$ cat src/rtl/tks_pkg.sv
// Shared constants, types and state encodings of the top-k temperature sampler.
package tks_pkg;

  localparam int MAX_K     = 64;
  localparam int IDX_W     = $clog2(MAX_K);
  localparam int CNT_W     = $clog2(MAX_K + 1);
  localparam int TOK_W     = 18;
  localparam int MAX_VOCAB = 262144;
  localparam int LOGIT_W   = 16;
  localparam int TEMP_W    = 16;
  localparam int DRAW_W    = 16;
  localparam int WGT_W     = 17;
  localparam int TOT_W     = WGT_W + IDX_W;
  localparam int THR_W     = TOT_W + DRAW_W;

  localparam logic [TEMP_W-1:0] TEMP_RESET      = 16'd256;
  localparam logic [CNT_W-1:0]  TOPK_RESET      = 7'd40;
  localparam logic [TEMP_W-1:0] GREEDY_MAX_TEMP = 16'd2;

  // Register indexes on the configuration port
  localparam logic [1:0] REG_TEMP = 2'd0;
  localparam logic [1:0] REG_TOPK = 2'd1;
  localparam logic [1:0] REG_EOS  = 2'd2;

  localparam logic [16:0] LOG2E_Q16     = 17'd94548;
  localparam logic [31:0] LN2_Q32       = 32'd2977044472;
  localparam logic [3:0]  SERIES_TERMS  = 4'd12;
  localparam logic [6:0]  EXP_MAX_SHIFT = 7'd17;

  typedef enum logic [3:0] {
    S_IDLE, S_END, S_SCAN, S_REPL, S_MAX, S_WRD, S_WGO, S_WWAIT, S_PROD, S_SEL, S_EMIT
  } state_t;

  typedef enum logic [3:0] {
    W_IDLE, W_DIVX, W_MULY, W_SPLIT, W_MULZ, W_SERM, W_SERS, W_SERD, W_RND
  } wstate_t;

  typedef struct packed {
    logic                      we;
    logic [IDX_W-1:0]          addr;
    logic [TOK_W-1:0]          index;
    logic signed [LOGIT_W-1:0] logit;
  } ent_wr_t;

endpackage

$ cat src/rtl/tks_table.sv
// Candidate table: index, logit and weight stores with one shared read address and registered read data.
module tks_table import tks_pkg::*; (
  input  logic                      clk,
  input  ent_wr_t                   ent_wr,
  input  logic                      w_we,
  input  logic [IDX_W-1:0]          w_addr,
  input  logic [WGT_W-1:0]          w_data,
  input  logic [IDX_W-1:0]          rd_addr,
  output logic [TOK_W-1:0]          rd_index,
  output logic signed [LOGIT_W-1:0] rd_logit,
  output logic [WGT_W-1:0]          rd_weight
);

  logic [TOK_W-1:0]          mem_index  [MAX_K];
  logic signed [LOGIT_W-1:0] mem_logit  [MAX_K];
  logic [WGT_W-1:0]          mem_weight [MAX_K];

  always_ff @(posedge clk) begin
    if (ent_wr.we) begin
      mem_index[ent_wr.addr] <= ent_wr.index;
      mem_logit[ent_wr.addr] <= ent_wr.logit;
    end
    if (w_we) begin
      mem_weight[w_addr] <= w_data;
    end
    rd_index  <= mem_index[rd_addr];
    rd_logit  <= mem_logit[rd_addr];
    rd_weight <= mem_weight[rd_addr];
  end

endmodule

$ cat config.mk
export PLATFORM = sky130hd
export DESIGN_NAME = tks_table
export DESIGN_NICKNAME = d
export VERILOG_FILES = /design/src/rtl/tks_pkg.sv /design/src/rtl/tks_table.sv
export SDC_FILE = /design/constraint.sdc
export NUM_CORES = 2
export LEC_CHECK = 0
export BUFFER_PORTS_ARGS = -buffer_cell sky130_fd_sc_hd__buf_4
export CORE_AREA = 5 5 605 607
export DETAILED_ROUTE_END_ITERATION = 10
export DIE_AREA = 0 0 610 612
export GPL_TIMING_DRIVEN = 0
export HOLD_SLACK_MARGIN = 0.03
export PLACE_DENSITY_LB_ADDON = 0.3
export SLEW_MARGIN = 30
export SYNTH_ARGS = -nofsm -noshare
export SYNTH_HDL_FRONTEND = slang
export SYNTH_SLANG_ARGS = --single-unit
$ cat constraint.sdc
create_clock -name clk -period 9.4 [get_ports clk]
set_input_delay 0.94 -clock clk [delete_from_list [all_inputs] [get_ports clk]]
set_output_delay 0.94 -clock clk [all_outputs]
set_load 0.01 [all_outputs]
==> qor.csv <==
metric,value,unit
combinational family with the most area after synthesis,multiplexers,
final hold violation count,0,
hold wc startpoint,ent_wr[16],
Worst-Skew Late Latency,0.94,ns
simple-gate share of the synthesized area,0.01909,
status,"complete, no violations",
NumNets Final,6237,
CP max FO,10,
drt pass-1 iters,8,
Switching Share,0.2277,
Pint,24.34,mW
clock tree from TritonCTS,built,
Startpoint Class,primary input,
area share of fa/ha/maj cells after synthesis,0,
Tot Pwr,31.52,mW
Syn Std Cell Area,125300,µm²
all-layer global routing usage,0.2198,
Setup crit start,rd_addr[2],
WL final,419.1,mm
via count of the routed design,64840,
CTS Root Cell,clkbuf_16,
initial antenna violation count,77,
Die Width,610,µm
post-cts resize count,0,
Routed WL per cell,37.15,µm
worst hold path class,primary input to flop,
CTS sink cnt,3315,
Peak VDD IR,0.1468,mV
CTS buffer count,347,
Clock Pin Slew Worst Setup and Hold Paths,0.06,ns
Switching Power,7.178,mW
post-synthesis mux area share,0.1544,
area delta synth->final,19.53,%
Congestion Overflow GR,0,
WS Path Type,primary input to flop,
largest net degree at the start of global routing,65,
Final Wtd Congestion,0.8786,
dpl hpwl,291.3,mm
Synth Instances,5472,
skew final,0.07264,ns
Ys Warns,0,
"Seq/Total Area, Yosys",0.7904,
"Avg Cell Area, Syn",22.90,µm²
CP endpoint kind,flop,
DR DRC count,0,
Max-Cap Viols,0,
flop and latch count out of synthesis,3315,
"commonest non-fill, non-tap cell in the layout",edfxtp_1,
required time of the worst setup path,10.15,ns
Least-Margin Pin Slew,1.082,ns
first-pass GRT wire length,559.0,mm
Final period util,0.4582,
syn nets,5544,
worst r2r src,mem_index[1][14],
post-synthesis cell type count,46,
Port Buffers,112,
Starting Density,0.3475,
setup TNS,0,ns
part of the power in registers,0.520,
I/O pins,123,
Setup-failing EPs final,0,
Final Max Slew Viols,0,
clock tree buffer depth,4,
vias in the first global route,63350,
RSZ-0062 raised after global routing,false,
XOR/XNOR Fraction of Synth Area,0,
Period minus WS final,4.307,ns
Power Dens Cells,210.4,nW/µm²
Static Leak,46.54,nW
core area,360600,µm²
post-route cell area,149800,µm²
Max Clock Freq,232.2,MHz
Placed Area,138800,µm²
hold buffers post-CTS,0,
vias per std cell,5.747,
H-tree Lvls,5,
DIE AREA,373300,µm²
1st-iter DRT viols,10430,
Final ANT Viol Nets,0,
Slew HR,0.2718,
Synth Area in Compound Gates,0.02139,
Setup Buffers After CTS,0,
clock power share,0.417,
"commonest non-fill, non-tap cells in the layout","edfxtp_1 (3,264), mux4_2 (800), clkbuf_16 (350)",
FP Rows,221,
share of cells above drive strength 1,0.3155,
die height,612,µm
number of fill cells,31080,
Arrival @ worst endpoint,5.06,ns
Comb pwr share,0.062,
## routing by layer
layer | share of wire | global-route usage
met3 | 0.10 | 0.05012
met2 | 0.47 | 0.3471
met5 | 0.00035 | 0
met4 | 0.054 | 0.1022
met1 | 0.37 | 0.2905
## cells by family (layout without fill, tap and decap cells)
family                 Yosys count  after routing
and+or+nand+nor                535            535
buffers and inverters          309           1268
DFF                           3315           3315
other                            0             57
AOI/OAI and AO/OA              391            391
muxes                          922            922
## final timing paths
check	end	slack, ns	cells after the start
setup / recovery	rd_index[13]	5.09	10
hold / removal	mem_index[56][0]	0.43	1
setup reg to reg	rd_index[14]	6.77	6
hold reg to reg	rd_logit[2]	1.00	5
## power groups by stage
| stage | Combinational [mW] | Sequential, mW | Clock, mW |
|---|---|---|---|
| after floorplan | 0.792 | 16.7 | 0 |
| after global placement | 1.82 | 16.7 | 0 |
| after detailed placement | 1.94 | 16.7 | 0 |
| after CTS | 1.94 | 16.4 | 13.3 |
| after global routing | 2.01 | 16.4 | 13.9 |
| final | 1.96 | 16.4 | 13.2 |
## synth_stat cells (all sizes together)
cell | n | area, µm²
nor4 | 37 | 231.5
nor2b | 17 | 106.4
a211oi | 8 | 60.06
nand3b | 9 | 67.56
dfxtp | 51 | 1021
a311o | 5 | 50.05
mux4 | 806 | 18170
or3 | 3 | 18.77
nand4b | 1 | 8.760
o22a | 15 | 131.4
a2bb2oi | 11 | 96.34
mux2 | 7 | 78.83
or2 | 2 | 12.51
nand2 | 157 | 589.3
o221ai | 22 | 192.7
dlygate4sd1 | 1 | 8.760
a21oi | 27 | 135.1
a221o | 8 | 80.08
nand3 | 61 | 305.3
a221oi | 49 | 429.2
nor2 | 197 | 739.5
or3b | 8 | 70.07
inv | 2 | 7.500
nand2b | 9 | 56.30
nand4 | 3 | 18.77
buf | 194 | 1411
and3 | 2 | 12.51
o21ai | 37 | 185.2
and2 | 8 | 50.05
clkbuf | 112 | 422.9
edfxtp | 3264 | 98010
o22ai | 173 | 1082
a31oi | 31 | 193.9
mux2i | 109 | 1091
nor3 | 21 | 105.1
a2111oi | 5 | 43.79
## layout make-up
cell class                 count  area (µm²)  area share
inverter                       2       7.507  0.00005012
timing repair buffer         344        6312     0.04214
clock inverter               180        1610     0.01075
buffer                       307        1887     0.01260
clock buffer                 435        9128     0.06094
sequential                  3315       99040      0.6612
tap                         4794        5998     0.04005
multi-input combinational   1848       25660      0.1713
antenna                       57       142.6   0.0009523
## critical path: stages
cell and delay [ns]:
buf_4 0.19, buf_4 0.22, buf_4 0.25, nand3b_1 0.64, clkbuf_1 0.85, o22ai_1 0.29
nor4_2 0.59, buf_4 0.30, nor2_1 0.09, nor2_1 0.66
## registers in the layout (all words and copies together) (netlist names)
signal      count
mem_index    1152
mem_logit    1024
mem_weight   1088
rd_index       18
rd_logit       16
rd_weight      17
## through the flow
stage / utilization / setup slack, ns / hold slack (ns) / instances
final: 0.4154 / 5.093 / 0.4257 / 11280
after global routing: 0.4153 / 5.178 / 0.4095 / 11270
after CTS: 0.4147 / 5.013 / 0.4794 / 11220
after detailed placement: 0.3849 / 4.031 / 1.013 / 10610
after global placement: 0.3665 / 2.673 / 1.014 / 10380
after floorplan: - / 5.772 / 0.7581 / 5472
Power figures use the tool's default switching activity.
