### config.mk
export PLATFORM = sky130hd
export DESIGN_NAME = tks_weight
export DESIGN_NICKNAME = d
export VERILOG_FILES = /design/src/rtl/tks_pkg.sv /design/src/rtl/tks_div.sv /design/src/rtl/tks_weight.sv
export SDC_FILE = /design/constraint.sdc
export NUM_CORES = 2
export LEC_CHECK = 0
export BUFFER_PORTS_ARGS = -buffer_cell sky130_fd_sc_hd__buf_4
export CORE_ASPECT_RATIO = 2
export CORE_MARGIN = 5
export CORE_UTILIZATION = 67
export DETAILED_ROUTE_END_ITERATION = 7
export PLACE_DENSITY_LB_ADDON = 0.3
export SYNTH_ARGS = -nofsm -noshare
export SYNTH_HDL_FRONTEND = slang
export SYNTH_SLANG_ARGS = --single-unit
### constraint.sdc
create_clock -name clk -period 9.85 [get_ports clk]
set_input_delay 2.955 -clock clk [delete_from_list [all_inputs] [get_ports clk]]
set_output_delay 2.955 -clock clk [all_outputs]
set_load 0.01 [all_outputs]
### src/rtl/tks_pkg.sv
// Shared constants, types and state encodings of the top-k temperature sampler.
package tks_pkg;

  localparam int MAX_K     = 64;
  localparam int IDX_W     = $clog2(MAX_K);
  localparam int CNT_W     = $clog2(MAX_K + 1);
  localparam int TOK_W     = 18;
  localparam int MAX_VOCAB = 262144;
  localparam int LOGIT_W   = 16;
  localparam int TEMP_W    = 16;
  localparam int DRAW_W    = 16;
  localparam int WGT_W     = 17;
  localparam int TOT_W     = WGT_W + IDX_W;
  localparam int THR_W     = TOT_W + DRAW_W;

  localparam logic [TEMP_W-1:0] TEMP_RESET      = 16'd256;
  localparam logic [CNT_W-1:0]  TOPK_RESET      = 7'd40;
  localparam logic [TEMP_W-1:0] GREEDY_MAX_TEMP = 16'd2;

  // Register indexes on the configuration port
  localparam logic [1:0] REG_TEMP = 2'd0;
  localparam logic [1:0] REG_TOPK = 2'd1;
  localparam logic [1:0] REG_EOS  = 2'd2;

  localparam logic [16:0] LOG2E_Q16     = 17'd94548;
  localparam logic [31:0] LN2_Q32       = 32'd2977044472;
  localparam logic [3:0]  SERIES_TERMS  = 4'd12;
  localparam logic [6:0]  EXP_MAX_SHIFT = 7'd17;

  typedef enum logic [3:0] {
    S_IDLE, S_END, S_SCAN, S_REPL, S_MAX, S_WRD, S_WGO, S_WWAIT, S_PROD, S_SEL, S_EMIT
  } state_t;

  typedef enum logic [3:0] {
    W_IDLE, W_DIVX, W_MULY, W_SPLIT, W_MULZ, W_SERM, W_SERS, W_SERD, W_RND
  } wstate_t;

  typedef struct packed {
    logic                      we;
    logic [IDX_W-1:0]          addr;
    logic [TOK_W-1:0]          index;
    logic signed [LOGIT_W-1:0] logit;
  } ent_wr_t;

endpackage

### src/rtl/tks_div.sv
// Restoring divider, one quotient bit per cycle, 32-bit dividend by 16-bit divisor.
module tks_div import tks_pkg::*; (
  input  logic        clk,
  input  logic        rst,
  input  logic        start,
  input  logic [31:0] dividend,
  input  logic [15:0] divisor,
  output logic        done,
  output logic [31:0] quotient
);

  logic        busy;
  logic [4:0]  cnt;
  logic [31:0] dq;
  logic [15:0] rem;
  logic [15:0] dvs;
  logic [16:0] rem_sh;
  logic [16:0] rem_sub;
  logic        qbit;

  always_comb begin
    rem_sh  = {rem, dq[31]};
    rem_sub = rem_sh - {1'b0, dvs};
    qbit    = (rem_sh >= {1'b0, dvs});
  end

  always_ff @(posedge clk) begin
    if (rst) begin
      busy <= 1'b0;
      done <= 1'b0;
      cnt  <= '0;
    end else begin
      done <= 1'b0;
      if (start) begin
        busy <= 1'b1;
        cnt  <= '0;
        dq   <= dividend;
        dvs  <= divisor;
        rem  <= '0;
      end else if (busy) begin
        rem <= qbit ? rem_sub[15:0] : rem_sh[15:0];
        dq  <= {dq[30:0], qbit};
        cnt <= cnt + 5'd1;
        if (cnt == 5'd31) begin
          busy <= 1'b0;
          done <= 1'b1;
        end
      end
    end
  end

  assign quotient = dq;

endmodule

### src/rtl/tks_weight.sv
// Weight unit: exp(-d/T) in Q1.16 from one shared divider and one shared multiplier.
module tks_weight import tks_pkg::*; (
  input  logic              clk,
  input  logic              rst,
  input  logic              start,
  input  logic [15:0]       d,
  input  logic [TEMP_W-1:0] t,
  output logic              done,
  output logic [WGT_W-1:0]  weight
);

  wstate_t     w_state, w_state_next;
  logic        div_start;
  logic [31:0] div_dividend;
  logic [15:0] div_divisor;
  logic        div_done;
  logic [31:0] div_q;
  logic [32:0] mul_a;
  logic [31:0] mul_b;
  logic [64:0] prod;
  logic [21:0] x;
  logic [31:0] z;
  logic [32:0] term;
  logic [33:0] sum;
  logic [3:0]  step;
  logic [4:0]  n_sh;
  logic [22:0] y;
  logic        too_far;
  logic [33:0] rnd;
  logic [32:0] rec_m;
  logic [2:0]  rec_sh;
  logic [6:0]  q_lsb;
  logic [31:0] series_q;

  tks_div u_div (
    .clk      (clk),
    .rst      (rst),
    .start    (div_start),
    .dividend (div_dividend),
    .divisor  (div_divisor),
    .done     (div_done),
    .quotient (div_q)
  );

  always_comb begin
    y       = 23'((prod[38:0] + 39'd32768) >> 16);
    too_far = (t == '0) || ({6'd0, d} >= {t, 6'd0});
    rnd     = sum + (34'd1 << (6'd15 + {1'b0, n_sh}));
  end

  // Reciprocal of the series step: floor(a/i) = (a * rec_m) >> (32 + rec_sh) for any 32-bit a
  always_comb begin
    unique case (step)
      4'd1:    begin rec_m = 33'd4294967296; rec_sh = 3'd0; end
      4'd2:    begin rec_m = 33'd4294967296; rec_sh = 3'd1; end
      4'd3:    begin rec_m = 33'd5726623062; rec_sh = 3'd2; end
      4'd4:    begin rec_m = 33'd4294967296; rec_sh = 3'd2; end
      4'd5:    begin rec_m = 33'd6871947674; rec_sh = 3'd3; end
      4'd6:    begin rec_m = 33'd5726623062; rec_sh = 3'd3; end
      4'd7:    begin rec_m = 33'd4908534053; rec_sh = 3'd3; end
      4'd8:    begin rec_m = 33'd4294967296; rec_sh = 3'd3; end
      4'd9:    begin rec_m = 33'd7635497416; rec_sh = 3'd4; end
      4'd10:   begin rec_m = 33'd6871947674; rec_sh = 3'd4; end
      4'd11:   begin rec_m = 33'd6247225158; rec_sh = 3'd4; end
      4'd12:   begin rec_m = 33'd5726623062; rec_sh = 3'd4; end
      default: begin rec_m = 33'd4294967296; rec_sh = 3'd0; end
    endcase
    q_lsb    = 7'd32 + {4'd0, rec_sh};
    series_q = 32'(prod >> q_lsb);
  end

  always_comb begin
    w_state_next = w_state;
    div_start    = 1'b0;
    div_dividend = {d, 16'd0} + {17'd0, t[15:1]};
    div_divisor  = t;
    mul_a        = {11'd0, x};
    mul_b        = {15'd0, LOG2E_Q16};
    unique case (w_state)
      W_IDLE: begin
        if (start && !too_far) begin
          div_start    = 1'b1;
          w_state_next = W_DIVX;
        end
      end
      W_DIVX:  if (div_done) w_state_next = W_MULY;
      W_MULY:  w_state_next = W_SPLIT;
      W_SPLIT: begin
        mul_a = {17'd0, y[15:0]};
        mul_b = LN2_Q32;
        w_state_next = (y[22:16] > EXP_MAX_SHIFT) ? W_IDLE : W_MULZ;
      end
      W_MULZ: w_state_next = W_SERM;
      W_SERM: begin
        mul_a = term;
        mul_b = z;
        w_state_next = W_SERS;
      end
      W_SERS: begin
        mul_a = rec_m;
        mul_b = prod[63:32];
        w_state_next = W_SERD;
      end
      W_SERD:  w_state_next = (step == SERIES_TERMS) ? W_RND : W_SERM;
      W_RND:   w_state_next = W_IDLE;
      default: w_state_next = W_IDLE;
    endcase
  end

  always_ff @(posedge clk) begin
    if (rst) begin
      w_state <= W_IDLE;
    end else begin
      w_state <= w_state_next;
    end
  end

  always_ff @(posedge clk) begin
    if (rst) begin
      done <= 1'b0;
    end else begin
      done <= 1'b0;
      unique case (w_state)
        W_IDLE: begin
          if (start && too_far) begin
            weight <= '0;
            done   <= 1'b1;
          end
        end
        W_DIVX: if (div_done) x <= div_q[21:0];
        W_MULY: prod <= mul_a * mul_b;
        W_SPLIT: begin
          n_sh <= y[20:16];
          prod <= mul_a * mul_b;
          if (y[22:16] > EXP_MAX_SHIFT) begin
            weight <= '0;
            done   <= 1'b1;
          end
        end
        W_MULZ: begin
          z    <= prod[47:16];
          term <= 33'h1_0000_0000;
          sum  <= 34'h1_0000_0000;
          step <= 4'd1;
        end
        W_SERM: prod <= mul_a * mul_b;
        W_SERS: prod <= mul_a * mul_b;
        W_SERD: begin
          term <= {1'b0, series_q};
          sum  <= step[0] ? (sum - {2'd0, series_q}) : (sum + {2'd0, series_q});
          step <= step + 4'd1;
        end
        W_RND: begin
          weight <= WGT_W'(rnd >> (6'd16 + {1'b0, n_sh}));
          done   <= 1'b1;
        end
        default: ;
      endcase
    end
  end

endmodule

==> results of run 1 <==
[metal layers]
metal	track usage, %	overflow
met2	89.16	138
met4	74.05	115
met3	44.40	2
met1	62.71	0
met5	7.324	0
[through the flow]
stage | cell area (um^2) | hold slack, ns | instances | util [%] | setup slack, ns
after floorplan | 51230 | 0.4180 | 5563 | - | 0.7511
after global placement | 54720 | 0.4304 | 6691 | 72.13 | -0.05025
after detailed placement | 54720 | 0.4321 | 6691 | 72.13 | -0.1638
after CTS | 55650 | 0.4474 | 6742 | 73.36 | 0.01298
[cell families after synthesis]
kind of cell	after synthesis	synth area share, %
flops	294	16.60
fa+ha+maj	1290	45.13
xor+xnor	161	2.755
other cells	1	0.007327
compound gates	642	8.505
buf+inv	1283	9.493
mux	123	3.230
simple gates	1756	14.27
[what timing repair did]
| action | CTS |
|---|---|
| pin swaps | 0 |
| resized for setup | 3 |
| setup endpoints to repair | 8 |
[cells in the mapped netlist (13+ instances only)]
library cell  count  area share, %
nand2_1         718            5.3
nor2_1          729            5.3
a221o_1          25           0.49
or2_2            18           0.22
nand4_1          38           0.46
mux4_2           30            1.3
o21ai_0          96           0.94
buf_1            25           0.18
a21o_1           88            1.3
buf_2            13           0.13
and2_1           29           0.35
nand3_1          47           0.46
clkbuf_1        221            1.6
o21a_1           20           0.29
mux2i_1          56            1.1
a221oi_1         28           0.48
inv_1          1012            7.4
a22o_1           18           0.31
nand2b_1         30           0.37
and3_1           29           0.35
a22oi_1          27           0.40
o21bai_1         17           0.25
fa_1            927             36
dfxtp_1          33            1.3
nor3_1           47           0.46
edfxtp_1        261             15
a31oi_1          34           0.42
xnor2_1          76            1.3
nor2b_1          31           0.38
a21oi_1         157            1.5
xor2_1           85            1.5
mux2_2           37           0.81
ha_1            363            8.9
==> reports/results.txt, run 1 <==
status: aborted with a tool error
Fail Step: global routing
first error: [ERROR GRT-0116] Global routing finished with congestion. Check the congestion regions in the DRC Viewer.
Post-synth EDFFs: 261
GPL Wtd Cong: 1.201
register area share after synthesis: 16.60%
dpl hpwl: 189700 um
GRT Util Overall: 66.75%
TritonCTS buffer count: 28
IO buf count: 52
Die Y: 400.9 um
wire length of the first global-routing pass: 396000 um
Congestion Overflow GR: 255
clock sinks: 294
Async S/R FF share, synth: 0%
H-tree depth: 1
Initial Util: 67.46%
largest net degree at the start of global routing: 65
vias in the first global route: 54730
hold buffers post-CTS: 0
Setup Buffers After CTS: 0
Distinct cells, synth: 81
Main synth FF type: edfxtp_1
Ys Warns: 0
Max clock buf depth: 3
Synth Instances: 5550
Die X: 205.4 um
I/O pins: 53
Mapped Avg Cell Area: 9.221 um^2
#FFs+latches synth: 294
post-synthesis cell area: 0.05118 mm^2
clock root buffer: clkbuf_16
Row Count: 143
==> run 2: changes to the inputs <==
Settings changed: CORE_ASPECT_RATIO 2 to unset, CORE_UTILIZATION 67 to 40, PLACE_DENSITY_LB_ADDON 0.3 to 0.15.
==> reports/results.txt, run 2 <==
status: complete, no violations (was aborted with a tool error)
Max Cap Violations: 0
Top reg by flops: prod
Synth top area share: 36.26% (unchanged)
Metal-1 WL: 85420 um
Via Count: 41340
final setup margin: 0.2771 ns
Hold Crit Class: reg -> reg
Ys Warns: 0 (unchanged)
Synth-to-Final Area Change: 11.70%
wire length of the first global-routing pass: 292300 um
post-synthesis cell area: 0.05118 mm^2 (unchanged)
share of layout cells above drive strength 1: 11.13%
WS Path Type: reg -> reg
DR top layer: met5
clock sinks: 294 (unchanged)
pwr/cell area: 125.2 mW/mm^2
Row Count: 131 (was 143)
final worst-path cycle share: 97.19%
IO buf count: 52 (unchanged)
final hold viol count: 0
routed wire length: 201700 um
core area: 0.1274 mm^2
Crit. path cell count: 34
worst path bufs/invs: 7
Post-synth EDFFs: 261 (unchanged)
Reg2Reg Depth: 34
Final Slew Violations: 0
commonest non-fill, non-tap cell in the layout: inv_1
FMAX: 104.5 MHz
I/O pins: 53 (unchanged)
most frequent CP cell: fa_1
CP arrival: 9.91 ns
clock root buffer: clkbuf_16 (unchanged)
CTS tree: done
DP Worst Slack: -0.05107 ns (was -0.1638 ns)
Least-Margin Pin Slew: 1.132 ns
Async S/R FF share, synth: 0% (unchanged)
Largest register FFs: 50
Placed Cells: 7381 (was 6691)
H-tree depth: 1 (unchanged)
Critical Path Sink Type: register
final net count: 7085
DR WL/cell: 27.08 um
Final setup viols: 0
Commonest cells post-synth: inv_1 (1012), fa_1 (927), nor2_1 (729), nand2_1 (718), ha_1 (363) (unchanged)
count of non-filler cells in the finished layout: 7448
minimum clock period: 9.573 ns
Synth Instances: 5550 (unchanged)
routed wl met2: 88380 um
family with the most delay on the worst path: adder cells
leak pwr: 27.62 nW
Die Y: 367.7 um (was 400.9 um)
GRT Util Overall: 29.60%
slowest CP cell: fa_1
Cell Area, Placed: 0.05587 mm^2 (was 0.05472 mm^2)
largest net degree at the start of global routing: 78
Distinct cells, synth: 81 (unchanged)
Post-DRT Antenna Nets: 0
Initial DRT Pass Iterations: 5
Die X: 367.7 um (was 205.4 um)
Congestion Overflow GR: 0
CP peak stage delay: 0.64 ns
post-layout util: 44.89%
vias in the first global route: 41990
Main synth FF type: edfxtp_1 (unchanged)
commonest cells after routing, fill and taps aside: inv_1 (1011), fa_1 (922), nor2_1 (723)
Power Total: 0.007158 W
GPL Wtd Cong: 0.9881 (was 1.201)
dpl hpwl: 166400 um (was 189700 um)
Max clock buf depth: 3 (unchanged)
Worst EP required: 10.19 ns
Clk Latency, worst-skew pair: 0.60 ns
Die ar.: 0.1352 mm^2
Clock transition at path regs: 0.07 ns
DRC viols: 0
Critical Path Fanout Max: 8
#FFs+latches synth: 294 (unchanged)
drt initial violations: 3961
crit start category: register
Initial Util: 40.19% (was 67.46%)
Top Registers: prod: 50 flops, sum: 34 flops, term: 33 flops
Clock Skews: 0.01596 ns
Worst slew margin: 24.50%
initial antenna violation count: 3
met3 wire len: 16580 um
hold buffers post-CTS: 0 (unchanged)
vias per inst: 5.550
register area share after synthesis: 16.60% (unchanged)
top-count cell post-synth: inv_1 (unchanged)
TritonCTS buffer count: 30 (was 28)
post-synth top area cell: fa_1 (unchanged)
Hold Path Depth: 0
Max IR drop VDD: 0.2188 mV
Mapped Avg Cell Area: 9.221 um^2 (unchanged)
top cells by area, synth: fa_1 (36%), edfxtp_1 (15%), ha_1 (8.9%) (unchanged)
final non-filler cell area: 0.05717 mm^2
[run 2: cell counts after synthesis]
No cell type changed its count.
[run 2: kinds of logic (layout without fill, tap and decap cells)]
family	after synthesis	count (layout)	share of synthesized area, %
other	1	16	0.007327
XOR/XNOR	161	161	2.755
flip-flops	294	294	16.60
adder cells (fa/ha/maj)	1290	1290	45.13
multiplexers	123	123	3.230
buffers and inverters	1283	1504	9.493
AND/OR/NAND/NOR	1756	1756	14.27
AO/OA/AOI/OAI	642	642	8.505
[run 2: power by group]
part           internal, W  switching [W]  leakage [nW]
clock             0.000704       0.000551         0.516
combinational      0.00195        0.00243          24.3
sequential         0.00151      0.0000166          2.79
total              0.00416        0.00299          27.6
[run 2: final cells by class]
type	instances	area (um^2)
clock inverter	16	176.4
tap	1662	2079
fill	12400	70190
inverter	1017	3817
antenna	2	5.005
clock buffer	40	870.8
multi-input combinational	3986	38200
sequential	294	8502
timing repair buffer	431	3521
[run 2: worst reg2reg max path: cells and delay by family, from the launching register on]
family          cells  cell delay, ns
fa+ha+maj           9            4.61
simple gates       11            1.90
compound gates      5            1.25
buf+inv             7            0.93
flops               1            0.37
xor+xnor            2            0.27
[run 2: path summary, 6_finish.rpt]
check	startpoint	end	slack [ns]
worst max-delay path	prod[21]$_DFFE_PP_	prod[62]$_DFFE_PP_	0.28
worst min-delay path	u_div.quotient[15]$_SDFFCE_PP0P_	x[15]$_DFFE_PP_	0.45
worst max register to register	prod[21]$_DFFE_PP_	prod[62]$_DFFE_PP_	0.28
worst min register to register	u_div.quotient[15]$_SDFFCE_PP0P_	x[15]$_DFFE_PP_	0.45
[run 2: metal layers]
| layer | up-vias | global-route usage (%) |
|---|---|---|
| met3 | 377 | 5.525 |
| met2 | 1767 | 45.78 |
| met1 | 21260 | 41.00 |
| met4 | 2 | 12.52 |
| met5 | - | 0 |
| li1 | 17930 | - |
[run 2: timing repair]
action | 4_1_cts | 5_1_grt
setup buffers | 0 | 9
resized for setup | 2 | 43
pin swaps | 0 | 24
endpoints found under the setup margin | 1 | 20
[run 2: metrics by stage]
stage	setup TNS, ns	hold slack, ns
after global placement	-0.03645	0.4299
after global routing	-0.01980	0.4513
final	0	0.4508
after floorplan	0	0.4180
after detailed placement	-0.05107	0.4352
after CTS	0	0.4457
Power figures use the tool's default switching activity.
